===== src/rtl/core/hfdcc_pkg.sv =====
// ----------------------------------------------------------------------------
// HDLC deframer package
// Byte codes, register indexes, result codes and the byte-wide CRC16 update.
// ----------------------------------------------------------------------------
package hfdcc_pkg;

	localparam logic [7:0] FLAG_BYTE = 8'h7E;
	localparam logic [7:0] ESC_BYTE  = 8'h7D;
	localparam logic [7:0] ESC_XOR   = 8'h20;

	localparam int CFG_IDX_W = 2;
	localparam int CFG_DATA_W = 16;

	localparam logic [CFG_IDX_W-1:0] REG_CRC_POLY  = 2'd0;
	localparam logic [CFG_IDX_W-1:0] REG_CRC_INIT  = 2'd1;
	localparam logic [CFG_IDX_W-1:0] REG_CRC_REFL  = 2'd2;
	localparam logic [CFG_IDX_W-1:0] REG_CRC_XOROUT = 2'd3;

	localparam logic KIND_DATA   = 1'b0;
	localparam logic KIND_STATUS = 1'b1;

	localparam logic [1:0] STATUS_GOOD    = 2'd0;
	localparam logic [1:0] STATUS_LEN_ERR = 2'd1;
	localparam logic [1:0] STATUS_CRC_ERR = 2'd2;

	localparam logic [15:0] CRC_POLY_RST   = 16'h1021;
	localparam logic [15:0] CRC_INIT_RST   = 16'hFFFF;
	localparam logic [15:0] CRC_XOROUT_RST = 16'h0000;

	typedef logic [15:0] crc16_t;

	// Advance the CRC by one byte, MSB first or reflected (LSB first).
	function automatic crc16_t crc16_feed(input crc16_t crc_in, input logic [7:0] b,
			input crc16_t poly, input logic reflected);
		crc16_t crc;
		crc16_t rpoly;
		for (int i = 0; i < 16; i++) begin
			rpoly[i] = poly[15-i];
		end
		if (reflected) begin
			crc = crc_in ^ {8'h00, b};
			for (int i = 0; i < 8; i++) begin
				crc = crc[0] ? ((crc >> 1) ^ rpoly) : (crc >> 1);
			end
		end else begin
			crc = crc_in ^ {b, 8'h00};
			for (int i = 0; i < 8; i++) begin
				crc = crc[15] ? ((crc << 1) ^ poly) : (crc << 1);
			end
		end
		return crc;
	endfunction

endpackage


===== src/rtl/core/hdlc_frame_decoder_crc_check.sv =====
// ----------------------------------------------------------------------------
// HDLC frame decoder with CRC16 check
// Removes byte stuffing, reports each decoded byte and a per-frame status.
// ----------------------------------------------------------------------------
// Usage:
//   Raw line bytes enter on rx_byte under in_valid/in_stall. Each byte gives
//   at most one result on the output channel (out_valid/out_stall): a decoded
//   data byte with its frame position (kind 0) or, on an unescaped 0x7E flag
//   that closes a frame of two or more bytes, a status with the command and
//   length bytes (kind 1). Escape bytes and short-frame flags give nothing.
//   Each byte passes the input register, then the result register. One
//   byte is taken every cycle while in_stall is low; the CRC is a byte-wide
//   update done in the single logic stage between the two registers.
//   When the receiver stalls, the result register holds, the input register
//   fills, and in_stall rises until the result is taken; a taken result frees
//   both registers in the same cycle.
//   Reset clears the frame state and loads the CRC registers with their
//   defaults (polynomial 0x1021, initial 0xFFFF, MSB first, no final XOR).
//   Write configuration only while no transaction is in flight.
// ----------------------------------------------------------------------------
module hdlc_frame_decoder_crc_check
	import hfdcc_pkg::*;
#(
	parameter int FRAME_LIMIT = 256
) (
	input  logic                  clk,
	input  logic                  arst_n,
	input  logic                  in_valid,
	output logic                  in_stall,
	input  logic [7:0]            rx_byte,
	output logic                  out_valid,
	input  logic                  out_stall,
	output logic                  kind,
	output logic [7:0]            data_byte,
	output logic [7:0]            byte_index,
	output logic                  overflow,
	output logic [1:0]            frame_status,
	output logic [7:0]            command,
	output logic [7:0]            payload_length,
	input  logic                  cfg_we,
	input  logic [CFG_IDX_W-1:0]  cfg_index,
	input  logic [CFG_DATA_W-1:0] cfg_data
);

	localparam int CNT_W = $clog2(FRAME_LIMIT);
	localparam int CMP_W = (CNT_W > 8) ? CNT_W : 8;
	localparam logic [CNT_W:0] LIMIT_VAL = (CNT_W+1)'(FRAME_LIMIT);

	// configuration
	crc16_t crc_poly_q, crc_init_q, crc_xorout_q;
	logic   crc_refl_q;

	always_ff @(posedge clk or negedge arst_n) begin
		if (!arst_n) begin
			crc_poly_q   <= CRC_POLY_RST;
			crc_init_q   <= CRC_INIT_RST;
			crc_refl_q   <= 1'b0;
			crc_xorout_q <= CRC_XOROUT_RST;
		end else if (cfg_we) begin
			unique case (cfg_index)
				REG_CRC_POLY:   crc_poly_q   <= cfg_data;
				REG_CRC_INIT:   crc_init_q   <= cfg_data;
				REG_CRC_REFL:   crc_refl_q   <= cfg_data[0];
				REG_CRC_XOROUT: crc_xorout_q <= cfg_data;
				default: ;
			endcase
		end
	end

	// input register
	logic       valid_s1;
	logic [7:0] byte_s1;
	logic       advance;

	assign advance  = !out_valid || !out_stall;
	assign in_stall = valid_s1 && !advance;

	always_ff @(posedge clk or negedge arst_n) begin
		if (!arst_n) begin
			valid_s1 <= 1'b0;
		end else if (!in_stall) begin
			valid_s1 <= in_valid;
		end
	end

	always_ff @(posedge clk) begin
		if (in_valid && !in_stall) begin
			byte_s1 <= rx_byte;
		end
	end

	// frame state
	logic             esc_q;
	logic [CNT_W-1:0] cnt_q;
	crc16_t           crc_q;
	logic [15:0]      last_q;
	logic [7:0]       cmd_q, len_q;

	logic             esc_n;
	logic [CNT_W-1:0] cnt_n;
	crc16_t           crc_n;
	logic [15:0]      last_n;
	logic [7:0]       cmd_n, len_n;

	logic             res_valid, res_kind, res_ovf;
	logic [7:0]       res_data, res_idx, res_cmd, res_len;
	logic [1:0]       res_status;

	logic [7:0]       b;
	logic [CNT_W:0]   cnt_inc;
	logic [CMP_W-1:0] cnt_ext;
	logic             is_data;
	crc16_t           sent_crc;

	assign cnt_ext  = CMP_W'(cnt_q);
	assign cnt_inc  = {1'b0, cnt_q} + 1'b1;
	assign sent_crc = {last_q[7:0], last_q[15:8]};

	always_comb begin
		esc_n      = esc_q;
		cnt_n      = cnt_q;
		crc_n      = crc_q;
		last_n     = last_q;
		cmd_n      = cmd_q;
		len_n      = len_q;
		res_valid  = 1'b0;
		res_kind   = KIND_DATA;
		res_data   = 8'h00;
		res_idx    = 8'h00;
		res_ovf    = 1'b0;
		res_status = STATUS_GOOD;
		res_cmd    = 8'h00;
		res_len    = 8'h00;
		b          = byte_s1;
		is_data    = 1'b0;

		if (byte_s1 == FLAG_BYTE && !esc_q) begin
			if (cnt_ext >= CMP_W'(2)) begin
				res_valid = 1'b1;
				res_kind  = KIND_STATUS;
				res_cmd   = cmd_q;
				res_len   = len_q;
				if (cnt_ext >= CMP_W'(4) && (cnt_ext - CMP_W'(4)) == CMP_W'(len_q)) begin
					res_status = ((crc_q ^ crc_xorout_q) == sent_crc) ? STATUS_GOOD
						: STATUS_CRC_ERR;
				end else begin
					res_status = STATUS_LEN_ERR;
				end
			end
			cnt_n  = '0;
			crc_n  = crc_init_q;
			last_n = 16'h0000;
		end else if (esc_q) begin
			b       = byte_s1 ^ ESC_XOR;
			esc_n   = 1'b0;
			is_data = 1'b1;
		end else if (byte_s1 == ESC_BYTE) begin
			esc_n = 1'b1;
		end else begin
			is_data = 1'b1;
		end

		if (is_data) begin
			if (cnt_ext == CMP_W'(0)) begin
				crc_n = crc_init_q;
				cmd_n = b;
			end else if (cnt_ext == CMP_W'(1)) begin
				len_n = b;
			end else begin
				crc_n = crc16_feed(crc_q, last_q[15:8], crc_poly_q, crc_refl_q);
			end
			last_n = {last_q[7:0], b};
			// wrap at the frame limit and start a new frame
			if (cnt_inc >= LIMIT_VAL) begin
				cnt_n   = '0;
				crc_n   = crc_init_q;
				last_n  = 16'h0000;
				res_ovf = 1'b1;
			end else begin
				cnt_n = cnt_inc[CNT_W-1:0];
			end
			res_valid = 1'b1;
			res_data  = b;
			res_idx   = cnt_ext[7:0];
		end
	end

	always_ff @(posedge clk or negedge arst_n) begin
		if (!arst_n) begin
			esc_q  <= 1'b0;
			cnt_q  <= '0;
			crc_q  <= CRC_INIT_RST;
			last_q <= 16'h0000;
			cmd_q  <= 8'h00;
			len_q  <= 8'h00;
		end else if (valid_s1 && advance) begin
			esc_q  <= esc_n;
			cnt_q  <= cnt_n;
			crc_q  <= crc_n;
			last_q <= last_n;
			cmd_q  <= cmd_n;
			len_q  <= len_n;
		end
	end

	// result register
	always_ff @(posedge clk or negedge arst_n) begin
		if (!arst_n) begin
			out_valid <= 1'b0;
		end else if (advance) begin
			out_valid <= valid_s1 && res_valid;
		end
	end

	always_ff @(posedge clk) begin
		if (advance && valid_s1 && res_valid) begin
			kind           <= res_kind;
			data_byte      <= res_data;
			byte_index     <= res_idx;
			overflow       <= res_ovf;
			frame_status   <= res_status;
			command        <= res_cmd;
			payload_length <= res_len;
		end
	end

	// checks
	a_status_fields: assert property (@(posedge clk) disable iff (!arst_n)
		out_valid && kind == KIND_STATUS |-> data_byte == 8'h00 && byte_index == 8'h00
			&& !overflow)
		else $error("status result carries data fields");

	a_data_fields: assert property (@(posedge clk) disable iff (!arst_n)
		out_valid && kind == KIND_DATA |-> frame_status == STATUS_GOOD
			&& command == 8'h00 && payload_length == 8'h00)
		else $error("data result carries status fields");

	a_status_code: assert property (@(posedge clk) disable iff (!arst_n)
		out_valid |-> frame_status != 2'd3)
		else $error("undefined frame status");

	a_count_range: assert property (@(posedge clk) disable iff (!arst_n)
		{1'b0, cnt_q} < LIMIT_VAL)
		else $error("byte count beyond frame limit");

	a_stall_cause: assert property (@(posedge clk) disable iff (!arst_n)
		in_stall |-> valid_s1 && out_valid && out_stall)
		else $error("input stalled without a held result");

endmodule

===== config.mk =====
export PLATFORM = sky130hd
export DESIGN_NAME = hdlc_frame_decoder_crc_check
export DESIGN_NICKNAME = d
export VERILOG_FILES = /design/src/rtl/core/hfdcc_pkg.sv /design/src/rtl/core/hdlc_frame_decoder_crc_check.sv
export SDC_FILE = /design/constraint.sdc
export NUM_CORES = 1
export LEC_CHECK = 0
export BUFFER_PORTS_ARGS = -buffer_cell sky130_fd_sc_hd__buf_4
export CELL_PAD_IN_SITES_DETAIL_PLACEMENT = 0
export CELL_PAD_IN_SITES_GLOBAL_PLACEMENT = 1
export CORE_ASPECT_RATIO = 1.75
export CORE_UTILIZATION = 43
export DETAILED_ROUTE_END_ITERATION = 8
export GPL_TIMING_DRIVEN = 0
export PLACE_DENSITY = 0.87
export SLEW_MARGIN = 0
export SYNTH_ARGS = -nofsm -noshare
export SYNTH_HDL_FRONTEND = slang
export SYNTH_SLANG_ARGS = --single-unit

===== constraint.sdc =====
create_clock -name clk -period 4.5 [get_ports clk]
set_clock_uncertainty 0.1 [all_clocks]
set_input_delay 0.45 -clock clk [delete_from_list [all_inputs] [get_ports clk]]
set_output_delay 0.45 -clock clk [all_outputs]
set_load 0.02 [all_outputs]

# Word level (Yosys, flattened, before mapping)
# Index checks and enable logic that the tools add are counted.
op_classes:
  order_cmp: 3
  add_sub_neg: 2
  div_mod_pow: 0
  shifts: 0
  n_mul: 0
  mux: 41
  n_bitwise: 22
  reduce_logical: 26
  eq_ne: 8
op_table:
  columns: ["op", "n"]
  rows:
  - ["$mux 16", 25]
  - ["$xor 16x16->16", 10]
  - ["$xor 15x16->16", 8]
  - ["$mux 8", 3]
  - ["$eq 16x16->1", 1]
  - ["$eq 8x7->1 const B", 2]
  - ["$xor 16x8->16", 1]
  - ["$reduce_and 2->1", 7]
  - ["$mux 6", 2]
  - ["$mux 1", 10]
  - ["$add 8x1->9 const B", 1]
  - ["$ge 9x9->1 const B", 1]
  - ["$eq 8x1->1 const B", 1]
  - ["$eq 8x8->1", 1]
  - ["$ge 8x2->1 const B", 1]
  - ["$ge 8x3->1 const B", 1]
  - ["$logic_not 8->1", 1]
  - ["$sub 8x3->8 const B", 1]
  - ["$logic_and 1x1->1", 7]
  - ["$reduce_and 3->1", 2]
  - ["$logic_not 1->1", 5]
  - ["$eq 2x2->1 const B", 2]
  - ["$reduce_and 4->1", 1]
  - ["$not 1->1", 3]
  - ["5 further kinds", 5]
word_totals:
  mem_bits_rw: 0
  word_cells: 123
  latchBits: 0
  ff_bits: 152
  mem_bits_ro: 0
  output_inout_bits: 38
  in_bits: 31
  mem_count: 0

# Depth between registers and ports, before layout
# Gate-level depths: netlist of run 1.
depth:
  ltp_word: 22
  depth_mapped: 19
  mapped_depth_nobuf: 14

# Least setup slack after synthesis of run 1
# Ideal clock, no wire load.
synth_path:
  kind: "reg-to-reg"
  startpoint: "register crc_q[0]"
  endpoint: "register crc_q[3]"
  stages_incl_launch_ff: 18
  t_required_ns: 4.338
  path_buffers: 3
  t_arrival_ns: 4.126
  period_less_slack_ns: 4.288
  setup_ns: 0.062
  path_slack_ns: 0.212
  cell_sequence: "dfstp_2 buf_2 xor2_2 buf_2 xnor2_1 a22oi_1 a311o_1 mux2i_1 a211oi_1 or3_1 a211oi_1 buf_2 mux2i_1 o22a_1 o21ai_0 xnor3_1 a221oi_1 a221o_1"
synth_between:
  elab_chain_cells: 21
synth_lines:
  columns: ["element", "line_no", "text"]
  rows:
  - ["start: declaration", "hdlc_frame_decoder_crc_check.sv:95", "crc16_t crc_q;"]
  - ["start signal: assignment", "hdlc_frame_decoder_crc_check.sv:199", "crc_q <= crc_n;"]
  - ["$xor 16x8->16 *", "hfdcc_pkg.sv:41", "crc = crc_in ^ {8'h00, b};"]
  - ["$mux 16 *", "hfdcc_pkg.sv:43", "crc = crc[0] ? ((crc >> 1) ^ rpoly) : (crc >> 1);"]
  - ["$xor 15x16->16", "hfdcc_pkg.sv:43", null]
  - ["$mux 16 *", "hfdcc_pkg.sv:43", null]
  - ["$xor 15x16->16", "hfdcc_pkg.sv:43", null]
  - ["$mux 16 *", "hfdcc_pkg.sv:43", null]
  - ["$xor 15x16->16", "hfdcc_pkg.sv:43", null]
  - ["$mux 16 *", "hfdcc_pkg.sv:43", null]
  - ["[... 5 more ...]", null, null]
  - ["$mux 16 *", "hfdcc_pkg.sv:43", null]
  - ["$xor 15x16->16", "hfdcc_pkg.sv:43", null]
  - ["$mux 16 *", "hfdcc_pkg.sv:43", null]
  - ["$mux 16 *", "hfdcc_pkg.sv:40", "if (reflected) begin"]
  - ["$mux 16 *", "hdlc_frame_decoder_crc_check.sv:167", "end else if (cnt_ext == CMP_W'(1)) begin"]
  - ["$mux 16 *", "hdlc_frame_decoder_crc_check.sv:164", "if (cnt_ext == CMP_W'(0)) begin"]
  - ["$mux 16 *", "hdlc_frame_decoder_crc_check.sv:174", "if (cnt_inc >= LIMIT_VAL) begin"]
  - ["$mux 16 *", "hdlc_frame_decoder_crc_check.sv:163", "if (is_data) begin"]
# Mark *: on every way between the ends. The rest lies on a longest branch, timed or not.
# A chain may end at the register's enable or synchronous reset.

# Worst setup path in the final report of run 1
layout_path:
  startpoint: "register crc_q[15]"
  endpoint: "register crc_q[6]"
layout_between:
  elab_chain_cells: 20
  word_cells_on_any_way: 21
  cone_classes: "mux: 13; bitwise: 8"
layout_lines:
  columns: ["element", "line_no", "text"]
  rows:
  - ["$xor 16x16->16 *", "hfdcc_pkg.sv:46", "crc = crc_in ^ {b, 8'h00};"]
  - ["$mux 16 * (2 in series)", "hfdcc_pkg.sv:48", "crc = crc[15] ? ((crc << 1) ^ poly) : (crc << 1);"]
  - ["$xor 16x16->16 / $mux 16 (equally long branches)", "hfdcc_pkg.sv:48", null]
  - ["$mux 16 *", "hfdcc_pkg.sv:48", null]
  - ["$xor 16x16->16 / $mux 16 (equally long branches)", "hfdcc_pkg.sv:48", null]
  - ["$mux 16 *", "hfdcc_pkg.sv:48", null]
  - ["$xor 16x16->16 / $mux 16 (equally long branches)", "hfdcc_pkg.sv:48", null]
  - ["$mux 16 *", "hfdcc_pkg.sv:48", null]
  - ["[... 3 more ...]", null, null]
  - ["$mux 16 *", "hfdcc_pkg.sv:48", null]
  - ["$xor 16x16->16 / $mux 16 (equally long branches)", "hfdcc_pkg.sv:48", null]
  - ["$mux 16 *", "hfdcc_pkg.sv:48", null]
  - ["$mux 16 *", "hfdcc_pkg.sv:40", null]
  - ["$mux 16 *", "hdlc_frame_decoder_crc_check.sv:167", null]
  - ["$mux 16 *", "hdlc_frame_decoder_crc_check.sv:164", null]
  - ["$mux 16 *", "hdlc_frame_decoder_crc_check.sv:174", null]
  - ["$mux 16 *", "hdlc_frame_decoder_crc_check.sv:163", null]
# Marks and branches as above.

==> results of run 1 <==
[flip-flops by register name, indices dropped and copies added, names as in the netlist, 2 cells and up]
name and count:
last_q 16, command 8, frame_status 2, byte_s1 8, len_q 8, cmd_q 8
byte_index 8, crc_poly_q 16, payload_length 8, cnt_ext 8, data_byte 8, crc_xorout_q 16
crc_q 16, crc_init_q 16
[cells in the mapped netlist (5+ instances only)]
cell | instances | share of area (%)
o21ai_1 | 5 | 0.19
nand3_1 | 44 | 1.6
a311oi_1 | 10 | 0.65
nor2_1 | 142 | 4.0
nor3_1 | 33 | 1.2
a22o_1 | 16 | 1.0
mux2i_1 | 20 | 1.5
clkbuf_1 | 121 | 3.4
a211oi_1 | 20 | 1.1
or4_1 | 6 | 0.34
inv_1 | 18 | 0.50
nor4_1 | 9 | 0.42
buf_1 | 9 | 0.25
a21oi_1 | 76 | 2.8
ha_1 | 7 | 0.65
a32oi_1 | 45 | 2.9
dfrtp_1 | 73 | 14
xnor2_1 | 153 | 10
nor2b_1 | 6 | 0.28
mux2_2 | 53 | 4.5
xnor2_2 | 6 | 0.73
o2111ai_1 | 5 | 0.33
o221ai_1 | 7 | 0.46
nand2b_1 | 6 | 0.28
a31oi_1 | 16 | 0.75
xor2_1 | 30 | 2.0
o22ai_1 | 12 | 0.56
nand2_1 | 181 | 5.1
clkinv_1 | 5 | 0.14
edfxtp_1 | 44 | 9.9
o31ai_1 | 16 | 0.90
o211ai_1 | 52 | 2.9
a21o_1 | 6 | 0.34
nand4_1 | 14 | 0.65
xnor3_1 | 7 | 1.2
and2_1 | 38 | 1.8
buf_2 | 20 | 0.75
a211o_1 | 7 | 0.46
o21ai_0 | 133 | 5.0
dfstp_2 | 35 | 6.9
a31o_2 | 7 | 0.46
a22oi_1 | 6 | 0.34
and3_1 | 11 | 0.51
[worst max-delay path, stage by stage, from the launching register on]
cell and delay [ns]:
dfstp_4 0.71, xnor2_4 0.19, xnor2_4 0.17, mux2_4 0.34
a2111oi_4 0.35, buf_4 0.21, nor3_4 0.07, nor2_2 0.58
o31ai_1 0.16, a21oi_1 0.33, a31oi_1 0.24, xor2_1 0.47
xnor2_1 0.21, xnor2_2 0.19, a32o_1 0.23, o31ai_1 0.19
[metrics by stage]
stage	hold WS (ns)	std cells	setup TNS, ns	util (%)	setup slack, ns
6_report	0.0905	2173	-2.38	55.1	-0.331
5_1_grt	0.0778	2172	-4.06	55.0	-0.342
4_1_cts	0.0860	2161	-0.160	53.6	-0.0443
3_5_place_dp	0.387	2073	-24.48	46.8	-1.75
3_3_place_gp	0.382	2073	-24.90	46.8	-1.76
2_1_floorplan	0.0544	1614	0	-	0.212
[metal layers]
layer | GRT usage, % | routed length [µm]
met3 | 10.1 | 5500
met4 | 47.7 | 9380
met1 | 44.3 | 22300
met2 | 74.0 | 33700
met5 | 0 | 0
[final cells by class]
cell class | instances | area (µm²) | share of cell area, %
multi-input combinational | 1288 | 9680 | 57.2
sequential | 152 | 4090 | 24.1
timing repair buffer | 151 | 1320 | 7.82
buffer | 135 | 661 | 3.90
tap | 391 | 489 | 2.89
clock buffer | 17 | 425 | 2.51
clock inverter | 15 | 171 | 1.01
inverter | 23 | 90.1 | 0.532
antenna | 1 | 2.50 | 0.0148
[timing repair]
item	CTS	global route
hold buffers	0	1
cloned	0	0
endpoints found under the setup margin	16	16
setup buffers	72	9
resized for setup	195	81
endpoints found under the hold margin	0	10
pin swaps	69	43
[cells by family after synthesis]
family                   share of synthesized area, %
buffers and inverters                            5.07
AND/OR/NAND/NOR                                  17.6
AO/OA/AOI/OAI                                    25.6
adder cells (fa/ha/maj)                         0.654
multiplexers                                     6.06
flip-flops                                       30.4
XOR/XNOR                                         14.7
[path summary, 6_finish.rpt]
path                              endpoint  slack, ns  cells after the start
worst max-delay path              crc_q[6]      -0.33                     15
worst min-delay path            byte_s1[7]       0.09                      1
worst max register to register    crc_q[6]      -0.33                     15
worst min register to register    cmd_q[6]       0.39                      1
max in group asynchronous       last_q[15]       3.25                      3
min in group asynchronous       cnt_ext[6]       0.28                      2
==> reports/qor.txt, run 1 <==
Share of cells above drive strength 1 -> 26.9%
Clock Sinks -> 152
Num CTS Buffers -> 17
Endpoint type of the worst setup path -> register
Crit path from -> crc_q[15]
Chip height -> 235 µm
Clk_lat worst skew -> 0.44 ns
WL/cell -> 32.7 µm
Io pins -> 69
Critical Path RT -> 4.75 ns
Total routed wirelength -> 71.0 mm
Std cell rows -> 85
H-tree depth -> 4
Startpoint Class -> register
Port bufs -> 68
Maximum buffer depth of the clock tree -> 2
Final net count -> 1806
Mapped cell area -> 0.0134 mm²
CTS tree -> yes
Worst-Margin Slew -> 1.21 ns
Final period util -> 107%
Mapped Nets -> 1652
RR Startpoint -> crc_q[15]
Final setup violation count -> 16
RSZ-0062 raised after global routing -> true
Antenna violation net count after detailed routing -> 0
Post-synth EDFFs -> 44
Initial Utilization -> 43.6%
Aggregate global-route resource usage -> 45.0%
CP Class -> reg -> reg
Count of final hold-check violations -> 0
Final Wtd Congestion -> 1.07
Most common flop cell mapped by yosys -> dfrtp_1
DR pass1 iterations -> 7
Most common cell after layout, fill and taps aside -> nand2_1
CP Max Fanout -> 9
Initial antenna violation count -> 1
Hold Startpoint -> rx_byte[7]
Post-DP Area -> 0.0144 mm²
Reg clk slew, reported paths -> 0.07 ns
Cell variety after synth -> 90
Maximum clock rate -> 0.207 GHz
Async set-reset flop share out of synthesis -> 71.1%
Most frequent cells in the layout -> nand2_1, buf_4, xnor2_1
Syn Inst Count -> 1614
Remaining DRCs -> 0
Hold Path Class -> in -> reg
Pin count of the biggest net entering global routing -> 109
Post-synthesis sequential area ratio -> 30.4%
Total number of vias -> 14597
Number of max-cap violations -> 0
Design Area, Final -> 0.0169 mm²
Iter 0 DRT Violations -> 1415
YS warnings -> 0
Failing checks -> negative setup slack
Flop and latch count out of synthesis -> 152
Status -> finished with violations
Layout area overhead -> 26.4%
Core Footprint -> 0.0307 mm²
FILL cells -> 2853
Clock root cell -> clkbuf_16
Die W -> 135 µm
Vias per inst -> 6.72
Mean Syn Cell Area -> 8.30 µm²
Total gr overflow -> 0
WP data arrival -> 5.08 ns
Fin. max-slew vios -> 0
Slew headroom -> 19.1%
Fin crit period -> 4.83 ns
Vias in the first global route -> 14268
Setup ws final -> -0.331 ns
Die ar. -> 0.0319 mm²
Post-DP HPWL -> 52.3 mm
First-pass GRT wire length -> 101 mm
Power of run 1 is not shown: default switching activity piles up to over one toggle a cycle in this logic, so the estimate is an artifact.
==> run 2: changes to the inputs <==
BUFFER_PORTS_ARGS = default   (was -buffer_cell sky130_fd_sc_hd__buf_4)
CORE_UTILIZATION = 45   (was 43)
DONT_BUFFER_PORTS = 1   (was default)
PLACE_DENSITY = 0.88   (was 0.87)
==> reports/qor.txt, run 2 (synthesis gave the netlist of run 1 again) <==
Critical Path RT -> 4.78 ns (+0.03 ns)
Most frequent cells in the layout -> nand2_1, nor2_1, xnor2_1
Ant. Diodes -> 0 (-1)
Clk_lat worst skew -> 0.44 ns (about the same)
CP Class -> reg -> reg
Port bufs -> 0 (-100%)
Post-Place Setup Slack -> -1.35 ns (+0.399 ns)
Most common cell after layout, fill and taps aside -> nand2_1
Post-DP HPWL -> 49.0 mm (-6.2%)
Hold Path Class -> in -> reg
Register area -> 0.00409 mm² (+0.18%)
Die W -> 132 µm (-2.2%)
Std cell rows -> 83 (-2.4%)
Slew headroom -> 24.9% (+5.7 points)
Vias per inst -> 6.93 (+3.1%)
Clock Sinks -> 152 (unchanged)
Total gr overflow -> 0 (unchanged)
Final net count -> 1747 (-3.3%)
Die ar. -> 0.0305 mm² (-4.4%)
Total routed wirelength -> 67.9 mm (-4.3%)
Total number of vias -> 14571 (-0.18%)
Iter 0 DRT Violations -> 1592 (+13%)
Reg clk slew, reported paths -> 0.07 ns (about the same)
Final Wtd Congestion -> 1.14 (+5.8%)
Setup ws final -> -0.150 ns (+0.182 ns)
DR pass1 iterations -> 5 (-2)
Count of final hold-check violations -> 0 (unchanged)
Family with the most delay on the worst path -> compound AO/OA/AOI/OAI gates
Worst-Margin Slew -> 1.12 ns (-0.0859 ns)
RSZ-0062 raised after global routing -> true
Chip height -> 230 µm (-2.2%)
H-tree depth -> 4 (unchanged)
Crit path cell chain -> xnor2_4, clkbuf_2, nand4_1, nand4_1, o31ai_1, nand3_1, and3_1, o31a_4, buf_8, nor4_4, buf_6, mux2i_2, o311ai_2, xor2_1, xnor2_2, a221oi_2, a221o_1
Maximum buffer depth of the clock tree -> 2 (unchanged)
Vias in the first global route -> 14116 (-1.1%)
Initial antenna violation count -> 0 (-1)
Endpoint type of the worst setup path -> register
Core Footprint -> 0.0293 mm² (-4.7%)
Status -> finished with violations
Io pins -> 69 (unchanged)
Final period util -> 103% (-4.0 points)
Layout area overhead -> 24.6%
Area occupied by multi-input gates -> 0.00989 mm² (+2.2%)
FILL cells -> 2631 (-7.8%)
Failing checks -> negative setup slack
Startpoint Class -> register
CP Buf/Inv Count -> 3 (+2)
CP peak stage delay -> 0.72 ns (about the same)
WP data arrival -> 4.93 ns (-0.15 ns)
Fin. max-slew vios -> 0 (unchanged)
Share of cells above drive strength 1 -> 26.3% (-0.59 points)
Final setup violation count -> 11 (-5)
Number of max-cap violations -> 0 (unchanged)
Num CTS Buffers -> 17 (unchanged)
First-pass GRT wire length -> 96.6 mm (-4.2%)
Fin crit period -> 4.65 ns (-0.182 ns)
Aggregate global-route resource usage -> 44.2% (-0.74 points)
Remaining DRCs -> 0 (unchanged)
Crit-path most repeated cell -> nand4_1
Slowest-stage cell, CP -> dfstp_4
Initial Utilization -> 45.7% (+2.2 points)
Pin count of the biggest net entering global routing -> 109 (unchanged)
Antenna violation net count after detailed routing -> 0 (unchanged)
Clock root cell -> clkbuf_16
Maximum clock rate -> 0.215 GHz (+3.9%)
WL/cell -> 32.3 µm (-1.2%)
CTS tree -> yes
CP Max Fanout -> 10 (+1)
-- run 2: path summary, 6_finish.rpt --
kind,from,to,slack (ns),cells past startpoint
max in group asynchronous,arst_n,last_q[8],3.29,2
min in group asynchronous,arst_n,cnt_ext[5],0.49,2
worst min-delay path,rx_byte[2],byte_s1[2],0.008,0
worst min register to register,cmd_q[3],cmd_q[3],0.40,1
worst max-delay path,crc_q[15],crc_q[3],-0.15,17
worst max register to register,crc_q[15],crc_q[3],-0.15,17
-- run 2: metal layers --
| layer | share of wire, % | track usage [%] |
|---|---|---|
| met1 | 31 | 43.8 |
| met2 | 47 | 73.4 |
| met3 | 8.8 | 10.7 |
| met4 | 13 | 45.9 |
| met5 | 0 | 0.327 |
-- run 2: repair_timing --
action | in CTS | in global routing
hold buffers | 2 | 5
gates cloned | 0 | 1
hold endpoints to repair | 108 | 5
endpoints found under the setup margin | 16 | 16
setup buffers | 60 | 24
resized for setup | 187 | 154
pin swaps | 54 | 59
-- run 2: layout make-up --
type	count	share of cell area, %
clock inverter	14	1.15
inverter	23	0.525
timing repair buffer	92	5.06
buffer	135	4.00
clock buffer	18	2.57
sequential	152	24.5
tap	382	2.87
multi-input combinational	1288	59.3
-- run 2: metrics by stage --
step,hold slack [ns],util (%),area (µm²),TNS [ns],std cells
after global routing,0.000895,57.0,16700,-2.26,2104
after floorplan,0.0544,-,13400,0,1614
after detailed placement,0.0570,47.4,13900,-19.65,1996
after global placement,0.0569,47.4,13900,-19.79,1996
after CTS,0.00393,53.9,15800,-0.00755,2076
final,0.00751,57.0,16700,-0.666,2104
Power of run 2 is left out for the same reason.
==> run 3: changes to the inputs <==
CORE_MARGIN = 2   (was default)
==> reports/qor.txt, run 3 (synthesis gave the netlist of run 1 again) <==
RSZ-0062 raised after global routing -> true
Slowest-stage cell, CP -> dfstp_4
Failing checks -> negative setup slack
Iter 0 DRT Violations -> 1330 (-16%)
Initial antenna violation count -> 0 (unchanged)
Endpoint type of the worst setup path -> register
Post-Place Setup Slack -> -1.48 ns (-0.126 ns)
Clk_lat worst skew -> 0.44 ns (about the same)
Status -> finished with violations
CTS tree -> yes
Final period util -> 103% (-0.53 points)
Clock Sinks -> 152 (unchanged)
Final Non-Filler Cells -> 2108 (+0.19%)
Reg clk slew, reported paths -> 0.07 ns (about the same)
WL/cell -> 31.3 µm (-3.0%)
Initial Utilization -> 45.7% (unchanged)
Slew headroom -> 25.3% (+0.46 points)
Number of max-cap violations -> 0 (unchanged)
Remaining DRCs -> 0 (unchanged)
Die W -> 134 µm (+1.5%)
Worst-Margin Slew -> 1.12 ns (-0.00691 ns)
Vias in the first global route -> 13811 (-2.2%)
H-tree depth -> 4 (unchanged)
Total gr overflow -> 0 (unchanged)
Count of final hold-check violations -> 0 (unchanged)
CP Class -> reg -> reg
Crit-path most repeated cell -> a311o_1
Hold Path Class -> in -> reg
Io pins -> 69 (unchanged)
Ant. Diodes -> 0 (unchanged)
Critical Path RT -> 4.76 ns (-0.02 ns)
Post-DP HPWL -> 47.8 mm (-2.5%)
Maximum buffer depth of the clock tree -> 2 (unchanged)
Fin crit period -> 4.63 ns (-0.0238 ns)
Vias per inst -> 6.80 (-1.9%)
Final net count -> 1751 (+0.23%)
Startpoint Class -> register
Num CTS Buffers -> 17 (unchanged)
Most frequent cells in the layout -> nand2_1, nor2_1, xnor2_1
Most common cell after layout, fill and taps aside -> nand2_1
CP peak stage delay -> 0.72 ns (about the same)
CP Max Fanout -> 5 (-5)
Share of cells above drive strength 1 -> 24.9% (-1.4 points)
Post-DP Area -> 0.0139 mm² (unchanged)
Fin. max-slew vios -> 0 (unchanged)
Aggregate global-route resource usage -> 41.7% (-2.5 points)
Final setup violation count -> 13 (+2)
Clock root cell -> clkbuf_16
Crit path cell chain -> xor2_4, buf_4, buf_8, xnor2_4, a22oi_1, a311o_1, mux2i_1, a211oi_2, or3_4, a2111oi_2, a41oi_2, and4_4, a311o_1, and3_1, o32a_1, o22ai_1
DR pass1 iterations -> 6 (+1)
Dpl cells -> 1996 (unchanged)
Maximum clock rate -> 0.216 GHz (+0.51%)
Chip height -> 232 µm (+0.87%)
Layout area overhead -> 23.4%
FILL cells -> 2711 (+3.0%)
Port bufs -> 0 (unchanged)
Core Footprint -> 0.0293 mm² (unchanged)
Die ar. -> 0.0312 mm² (+2.4%)
Total routed wirelength -> 66.0 mm (-2.8%)
Design Area, Final -> 0.0165 mm² (-0.90%)
Setup ws final -> -0.126 ns (+0.0238 ns)
Std cell rows -> 83 (unchanged)
Final Wtd Congestion -> 1.08 (-4.7%)
Total number of vias -> 14326 (-1.7%)
First-pass GRT wire length -> 93.7 mm (-3.0%)
Pin count of the biggest net entering global routing -> 109 (unchanged)
Antenna violation net count after detailed routing -> 0 (unchanged)
WP data arrival -> 4.89 ns (-0.04 ns)
-- run 3: cell count changes in the layout (fill, tap and decap cells not counted), sizes merged --
cell and delta:
dlygate4sd3 -5, bufinv -1, inv +2, xnor2 +1
clkinv -2, buf +9
-- run 3: cell type report --
type	count	area [µm²]	share of cell area, %
Clock inverter	13	149	0.901
Buffer	137	667	4.03
Clock buffer	19	464	2.81
Timing Repair Buffer	93	812	4.91
Sequential cell	152	4090	24.7
Inverter	23	87.6	0.530
Multi-Input combinational cell	1289	9790	59.2
Tap cell	382	478	2.89
-- run 3: timing repair --
item | in CTS | in global routing
hold buffers | 2 | 0
endpoints found under the hold margin | 108 | 0
cloned | 1 | 0
buffers inserted | 58 | 33
resized for setup | 168 | 131
pin swaps | 49 | 65
setup endpoints to repair | 17 | 16
-- run 3: path summary, 6_finish.rpt --
check	start	endpoint	slack, ns	cells past startpoint
setup / recovery	crc_q[0]	crc_q[10]	-0.13	16
hold / removal	rx_byte[5]	byte_s1[5]	0.008	0
setup reg to reg	crc_q[0]	crc_q[10]	-0.13	16
hold reg to reg	cmd_q[6]	cmd_q[6]	0.40	1
max in group asynchronous	arst_n	crc_poly_q[14]	3.28	2
min in group asynchronous	arst_n	cnt_ext[1]	0.46	2
-- run 3: critical path, delay by kind of cell, from the launching register on --
kind / cells / cell delay, ns
AO/OA/AOI/OAI: 8 / 1.97
AND/OR/NAND/NOR: 3 / 0.91
flip-flops: 1 / 0.72
XOR/XNOR: 2 / 0.36
buffers and inverters: 2 / 0.26
multiplexers: 1 / 0.22
-- run 3: layer usage --
metal  share of wire [%]  track usage, %  up-vias
met5                   0               0        -
met4                  12            38.9        0
met3                 8.3            8.93      389
met2                  48            71.6      987
met1                  31            41.3     6821
li1                    -               -     6129
-- run 3: per-stage QoR --
step                      setup TNS [ns]  hold WS [ns]  utilization [%]
after detailed placement          -21.38        0.0573             47.4
after global routing               -2.39       0.00220             56.4
after CTS                        -0.0158      0.000413             53.6
after global placement            -20.52        0.0572             47.4
after floorplan                        0        0.0544                -
final                             -0.788       0.00829             56.4
Power of run 3 is left out for the same reason.
